$ cat config.mk
export PLATFORM = sky130hd
export DESIGN_NAME = tst_transition
export DESIGN_NICKNAME = d
export VERILOG_FILES = /design/src/hdl/tst_pkg.sv /design/src/hdl/tst_transition.sv
export SDC_FILE = /design/constraint.sdc
export NUM_CORES = 1
export LEC_CHECK = 0
export ABC_AREA = 0
export ABC_CLOCK_PERIOD_IN_PS = 2150
export BUFFER_PORTS_ARGS = -buffer_cell sky130_fd_sc_hd__buf_2
export CAP_MARGIN = 20
export CORE_AREA = 2 2 39 41
export DETAILED_ROUTE_END_ITERATION = 8
export DIE_AREA = 0 0 41 43
export GPL_ROUTABILITY_DRIVEN = 0
export GPL_TIMING_DRIVEN = 0
export PLACE_DENSITY = 0.55
export SLEW_MARGIN = 20
export SYNTH_ARGS = -nofsm -noshare
export SYNTH_HDL_FRONTEND = slang
export SYNTH_SLANG_ARGS = --single-unit
$ cat constraint.sdc
create_clock -name vclk -period 2.15
set_input_delay 0.43 -clock vclk [all_inputs]
set_output_delay 0.43 -clock vclk [all_outputs]
set_load 0.03 [all_outputs]
$ cat src/hdl/tst_pkg.sv
`timescale 1ns / 1ps

package tst_pkg;

   localparam int SESSIONS_DEFAULT = 1024;
   localparam int TICKS_PER_SECOND_DEFAULT = 100;

   localparam int INDEX_W = 10;
   localparam int TICKS_W = 32;
   localparam int TIMEOUT_W = 16;
   localparam int STATE_W = 3;
   localparam int ENTRY_W = STATE_W + TICKS_W;

   localparam logic [TIMEOUT_W-1:0] EST_TIMEOUT_RESET = 16'd7440;
   localparam logic [TIMEOUT_W-1:0] TRANS_TIMEOUT_RESET = 16'd240;

   typedef enum logic [2:0] {
      ST_CLOSED   = 3'd0,
      ST_V6_SYN   = 3'd1,
      ST_V4_SYN   = 3'd2,
      ST_FOUR_MIN = 3'd3,
      ST_EST      = 3'd4,
      ST_V6_FIN   = 3'd5,
      ST_V4_FIN   = 3'd6,
      ST_BOTH_FIN = 3'd7
   } tcp_state_type;

   typedef enum logic [1:0] {
      CMD_CREATE  = 2'd0,
      CMD_V4_PKT  = 2'd1,
      CMD_V6_PKT  = 2'd2,
      CMD_TIMEOUT = 2'd3
   } command_type;

   typedef enum logic {
      CLS_EST   = 1'b0,
      CLS_TRANS = 1'b1
   } timer_class_type;

   typedef enum logic {
      REG_EST_TIMEOUT   = 1'b0,
      REG_TRANS_TIMEOUT = 1'b1
   } csr_index_type;

   typedef struct packed {
      tcp_state_type   next_state;
      logic            renew;
      timer_class_type renew_class;
      logic            kept;
   } transition_type;

endpackage

$ cat src/hdl/tst_transition.sv
`timescale 1ns / 1ps

module tst_transition (
   input  tst_pkg::command_type     command,
   input  tst_pkg::tcp_state_type   cur_state,
   input  logic                     syn_flag,
   input  logic                     fin_flag,
   input  logic                     rst_flag,
   input  tst_pkg::timer_class_type timer_class,
   output tst_pkg::transition_type  result
);

   always_comb begin
      result.next_state  = cur_state;
      result.renew       = 1'b0;
      result.renew_class = tst_pkg::CLS_EST;
      result.kept        = 1'b0;
      case (command)
         tst_pkg::CMD_CREATE: begin
            result.next_state  = tst_pkg::ST_CLOSED;
            result.renew       = 1'b1;
            result.renew_class = timer_class;
         end
         tst_pkg::CMD_V4_PKT, tst_pkg::CMD_V6_PKT: begin
            case (cur_state)
               tst_pkg::ST_CLOSED: begin
                  if (command == tst_pkg::CMD_V6_PKT && syn_flag) begin
                     result.next_state  = tst_pkg::ST_V6_SYN;
                     result.renew       = 1'b1;
                     result.renew_class = tst_pkg::CLS_TRANS;
                  end
               end
               tst_pkg::ST_V6_SYN: begin
                  if (syn_flag) begin
                     result.renew = 1'b1;
                     if (command == tst_pkg::CMD_V4_PKT) begin
                        result.next_state = tst_pkg::ST_EST;
                     end else begin
                        result.renew_class = tst_pkg::CLS_TRANS;
                     end
                  end
               end
               tst_pkg::ST_V4_SYN: begin
                  if (command == tst_pkg::CMD_V6_PKT && syn_flag) begin
                     result.next_state = tst_pkg::ST_EST;
                     result.renew      = 1'b1;
                  end
               end
               tst_pkg::ST_FOUR_MIN: begin
                  if (!rst_flag) begin
                     result.next_state = tst_pkg::ST_EST;
                     result.renew      = 1'b1;
                  end
               end
               tst_pkg::ST_EST: begin
                  if (fin_flag) begin
                     result.next_state = (command == tst_pkg::CMD_V4_PKT) ?
                                         tst_pkg::ST_V4_FIN : tst_pkg::ST_V6_FIN;
                  end else if (rst_flag) begin
                     result.next_state  = tst_pkg::ST_FOUR_MIN;
                     result.renew       = 1'b1;
                     result.renew_class = tst_pkg::CLS_TRANS;
                  end else begin
                     result.renew = 1'b1;
                  end
               end
               tst_pkg::ST_V6_FIN, tst_pkg::ST_V4_FIN: begin
                  result.renew = 1'b1;
                  // FIN from the side that has not yet closed
                  if (fin_flag &&
                      ((cur_state == tst_pkg::ST_V6_FIN && command == tst_pkg::CMD_V4_PKT) ||
                       (cur_state == tst_pkg::ST_V4_FIN && command == tst_pkg::CMD_V6_PKT)))
                  begin
                     result.next_state  = tst_pkg::ST_BOTH_FIN;
                     result.renew_class = tst_pkg::CLS_TRANS;
                  end
               end
               default: begin
                  result.next_state = cur_state;
               end
            endcase
         end
         tst_pkg::CMD_TIMEOUT: begin
            if (cur_state == tst_pkg::ST_EST) begin
               result.next_state  = tst_pkg::ST_FOUR_MIN;
               result.renew       = 1'b1;
               result.renew_class = tst_pkg::CLS_TRANS;
               result.kept        = 1'b1;
            end
         end
         default: begin
            result.next_state = cur_state;
         end
      endcase
   end

endmodule

==> flow_metrics.env, run 1 <==
export IMPL_n_clock_buffer=0
export IMPL_postCtsHoldBufs=0
export IMPL_grt_pass1_vias=421
export IMPL_relSlewSlack=0.779
export IMPL_syn_inst=61
export IMPL_p_sw_frac=0.603
export IMPL_num_io_pins=15
export IMPL_drive_gt1_frac=0.395
export IMPL_start_kind="input pin"
export IMPL_yosysTopAreaCell="ha_1"
export IMPL_fin_cells=92
export IMPL_layout_commonest_cell="buf_2"
export IMPL_clkPwrFrac=0
export IMPL_ys_seq_area_frac=0
export IMPL_nFillCells=149
export IMPL_layout_common_cells="buf_2, inv_1, nand2b_1, nor3_1"
export IMPL_die_x_microns=41
export IMPL_finalHoldViolCount=0
export IMPL_multi_input_area_sq_um=422
export IMPL_core_area_sq_mm=0.00138
export IMPL_worstPathArrival_ns=1.72
export IMPL_overflow=0
export IMPL_dieHeight_microns=43
export IMPL_grt_max_degree=11
export IMPL_p_comb_frac=1.000
export IMPL_synth_net_count=74
export IMPL_antenna_found_initial=0
export IMPL_dp_hpwl_microns=922
export IMPL_grt_pass1_wl_mm=1.88
export IMPL_ant_nets=0
export IMPL_period_minus_slack_ns=2.15
export IMPL_wl_per_cell_microns=13.6
export IMPL_drc=0
export IMPL_rsz0062_at_grt="true"
export IMPL_required_ns=1.72
export IMPL_drv_slew=0
export IMPL_ys_types=32
export IMPL_fmax_mhz=466
export IMPL_first_iter_violations=20
export IMPL_fin_crit_sh=0.998
export IMPL_crit_path_end_kind="output pin"
export IMPL_power_switching_mw=0.0818
export IMPL_row_count=14
export IMPL_drt_first_pass_iters=4
export IMPL_avgSynthCellArea_sq_um=6.54
export IMPL_yosysWarnings=0
export IMPL_fin_nets=91
export IMPL_areaGrowthSynthToFinish_pct=44.2
export IMPL_holdPathStages=4
export IMPL_io_buffer_count=15
export IMPL_initial_core_util=0.288
export IMPL_seq_area_sq_um=0
export IMPL_design_seq_count=0
export IMPL_grtUsageTotal=0.142
export IMPL_crit_type="in2out"
export IMPL_p_per_area_mw_per_mm2=236
export IMPL_syn_area_sq_um=399
export IMPL_routed_via_density=5.52
export IMPL_status="completed"
export IMPL_hold_path_endpoint="result[1]"
export IMPL_tns_ns=0
export IMPL_finalSetupViolations=0
export IMPL_route_vias_total=508
export IMPL_cap_violations=0
export IMPL_power_leakage_nw=0.240
export IMPL_tightest_slew_ns=0.330
export IMPL_die_area_sq_mm=0.00176
export IMPL_wirelength_mm=1.25
export IMPL_hp_start="timer_class"
export IMPL_intPower_mw=0.0538
export IMPL_peakVddDrop_mv=0.0938
export IMPL_diodes=0
export IMPL_hp_class="in2out"
export IMPL_sequentialPowerShare=0
export IMPL_yosysTopAreaCellShare=0.125
export IMPL_synth_area_leaders="ha_1, nand2b_1, inv_1, a21oi_1, o31ai_1"
export IMPL_cts_setup_buffers=0
export IMPL_path_max_fanout=5
export IMPL_dp_cells=92
==> final cells by class <==
cell class | instances | area share
Inverter | 8 | 0.0522
Timing Repair Buffer | 15 | 0.150
Multi-Input combinational cell | 50 | 0.733
Tap cell | 16 | 0.0348
Buffer | 3 | 0.0304
==> power by group through the flow <==
| stage | Clock (mW) | Combinational (mW) | Sequential (mW) |
|---|---|---|---|
| after floorplan | 0 | 0.0812 | 0 |
| after global placement | 0 | 0.117 | 0 |
| after detailed placement | 0 | 0.117 | 0 |
| after CTS | 0 | 0.131 | 0 |
| after global routing | 0 | 0.144 | 0 |
| final | 0 | 0.136 | 0 |
==> Yosys cell counts (2+ instances only) <==
cell / count
nor2_1: 3
o31ai_1: 3
nand3_1: 3
inv_1: 7
nor3b_1: 2
a21oi_1: 5
nor3_1: 4
nand2b_1: 5
buf_2: 2
ha_1: 4
o21ai_1: 2
==> through the flow <==
stage | power, mW | util | worst slack (ns) | hold WS, ns | area (sq um)
after global routing | 0.144 | 0.416 | -0.0314 | 1.34 | 576
after floorplan | 0.0812 | - | 0.0249 | 1.14 | 410
final | 0.136 | 0.416 | 0.00474 | 1.30 | 576
after CTS | 0.131 | 0.409 | 0.000731 | 1.30 | 566
after global placement | 0.117 | 0.365 | -0.239 | 1.29 | 505
after detailed placement | 0.117 | 0.365 | -0.272 | 1.30 | 505
==> worst max path at each step <==
stage / slack, ns / from / end
after floorplan: 0.02 / command[0] / result[4]
after global placement: -0.24 / command[1] / result[3]
after detailed placement: -0.27 / command[1] / result[3]
after CTS: 0.0007 / command[0] / result[5]
after global routing: -0.03 / cur_state[2] / result[5]
final: 0.005 / command[1] / result[3]
==> cells by family after synthesis <==
kind of cell,Yosys count,share of synthesized area
adder cells (fa/ha/maj),4,0.125
AND/OR/NAND/NOR,23,0.339
buffers and inverters,11,0.119
AO/OA/AOI/OAI,23,0.417
==> critical path, cell delays in order <==
cell and delay [ns]:
buf_2 0.11, inv_1 0.06, ha_2 0.20, nand2b_4 0.15, a2111oi_4 0.36, o31ai_2 0.11, a21oi_2 0.15, buf_6 0.14
==> layer usage <==
metal  part of all wire  up-vias  global-route usage  wire, microns
li1                   -      261                   -              -
met1               0.45      230               0.187            559
met2               0.49       15               0.247            610
met3              0.049        2             0.00524             61
met4              0.012        0              0.0200             15
met5                  0        -                   0              0
==> repair_timing <==
item / 4_1_cts / 5_1_grt
pin swaps: 3 / 2
resized for setup: 12 / 4
setup endpoints to repair: 3 / 5
Power figures use the tool's default switching activity.
==> run 2: changes to the inputs <==
--- a/config.mk
+++ b/config.mk
@@ -15,6 +15,7 @@
 export GPL_ROUTABILITY_DRIVEN = 0
 export GPL_TIMING_DRIVEN = 0
 export PLACE_DENSITY = 0.55
+export REMOVE_ABC_BUFFERS = 1
 export SLEW_MARGIN = 20
 export SYNTH_ARGS = -nofsm -noshare
 export SYNTH_HDL_FRONTEND = slang
==> flow_metrics.env, run 2 (synthesis results as in run 1) <==
export IMPL_drive_gt1_frac=0.461
export IMPL_row_count=14
export IMPL_die_x_microns=41
export IMPL_design_seq_count=0
export IMPL_nFillCells=150
export IMPL_io_buffer_count=15
export IMPL_fin_nets=91
export IMPL_grtUsageTotal=0.125
export IMPL_hp_start="cur_state[1]"
export IMPL_worstPathArrival_ns=1.68
export IMPL_antenna_found_initial=0
export IMPL_ant_nets=0
export IMPL_wirelength_mm=1.21
export IMPL_peakVddDrop_mv=0.0848
export IMPL_power_leakage_nw=0.258
export IMPL_n_clock_buffer=0
export IMPL_seq_area_sq_um=0
export IMPL_period_minus_slack_ns=2.11
export IMPL_critPathLaunch="cur_state[1]"
export IMPL_fmax_mhz=475
export IMPL_tns_ns=0
export IMPL_num_io_pins=15
export IMPL_crit_path_end_kind="output pin"
export IMPL_cap_violations=0
export IMPL_relSlewSlack=0.819
export IMPL_final_core_util=0.450
export IMPL_die_area_sq_mm=0.00176
export IMPL_diodes=0
export IMPL_overflow=0
export IMPL_tightest_slew_ns=0.270
export IMPL_route_vias_total=523
export IMPL_layout_commonest_cell="buf_2"
export IMPL_drv_slew=0
export IMPL_path_max_fanout=16
export IMPL_finalHoldViolCount=0
export IMPL_drt_first_pass_iters=6
export IMPL_layout_common_cells="buf_2, buf_4, inv_1, a21oi_1, nor3_1"
export IMPL_multi_input_area_sq_um=448
export IMPL_finalSetupViolations=0
export IMPL_core_area_sq_mm=0.00138
export IMPL_hp_class="in2out"
export IMPL_grt_pass1_vias=395
export IMPL_wl_per_cell_microns=13.1
export IMPL_areaGrowthSynthToFinish_pct=56.1
export IMPL_first_iter_violations=28
export IMPL_status="completed"
export IMPL_grt_max_degree=17
export IMPL_dieHeight_microns=43
export IMPL_routed_via_density=5.68
export IMPL_timing_hold_ws_ns=1.31
export IMPL_fin_crit_sh=0.979
export IMPL_drc=0
export IMPL_required_ns=1.72
export IMPL_crit_type="in2out"
export IMPL_dp_hpwl_microns=815
export IMPL_initial_core_util=0.288
export IMPL_grt_pass1_wl_mm=1.67
export IMPL_p_per_area_mw_per_mm2=227
export IMPL_start_kind="input pin"
run 2: layout make-up:
class / instances / area share
Inverter: 8 / 0.0522
Multi-Input combinational cell: 50 / 0.719
Tap cell: 16 / 0.0321
Timing Repair Buffer: 18 / 0.197
run 2: final timing paths:
kind / cells after the start / slack [ns] / end
setup / recovery: 5 / 0.04 / result[5]
hold / removal: 3 / 1.31 / result[0]
run 2: stage by stage:
step	power (mW)	std cells	worst slack, ns	cell area (sq um)
floorplan	0.0697	58	-0.107	382
global placement	0.109	89	-0.187	477
detailed placement	0.109	89	-0.184	477
CTS	0.116	89	0.0130	505
global route	0.152	92	-0.00610	623
finish	0.142	92	0.0442	623
run 2: per-layer routing:
metal | GRT usage | share of wire
met3 | 0 | 0.061
met1 | 0.193 | 0.42
met5 | 0 | 0
met4 | 0 | 0
met2 | 0.200 | 0.52
run 2: repair_timing:
action                                  CTS  global route
endpoints found under the setup margin    4             4
pin swaps                                 4             5
buffers inserted                          0             3
hold buffers                              0             0
gates resized for setup                   7            24
run 2: critical path, cell delays in order:
cell,delay [ns]
buf_4,0.18
or3b_4,0.42
o311a_1,0.33
o32ai_2,0.13
buf_4,0.20
run 2: where the power goes:
group          switching (mW)  leakage (nW)  internal (mW)
Sequential                  0             0              0
Clock                       0             0              0
Combinational          0.0826         0.258         0.0590
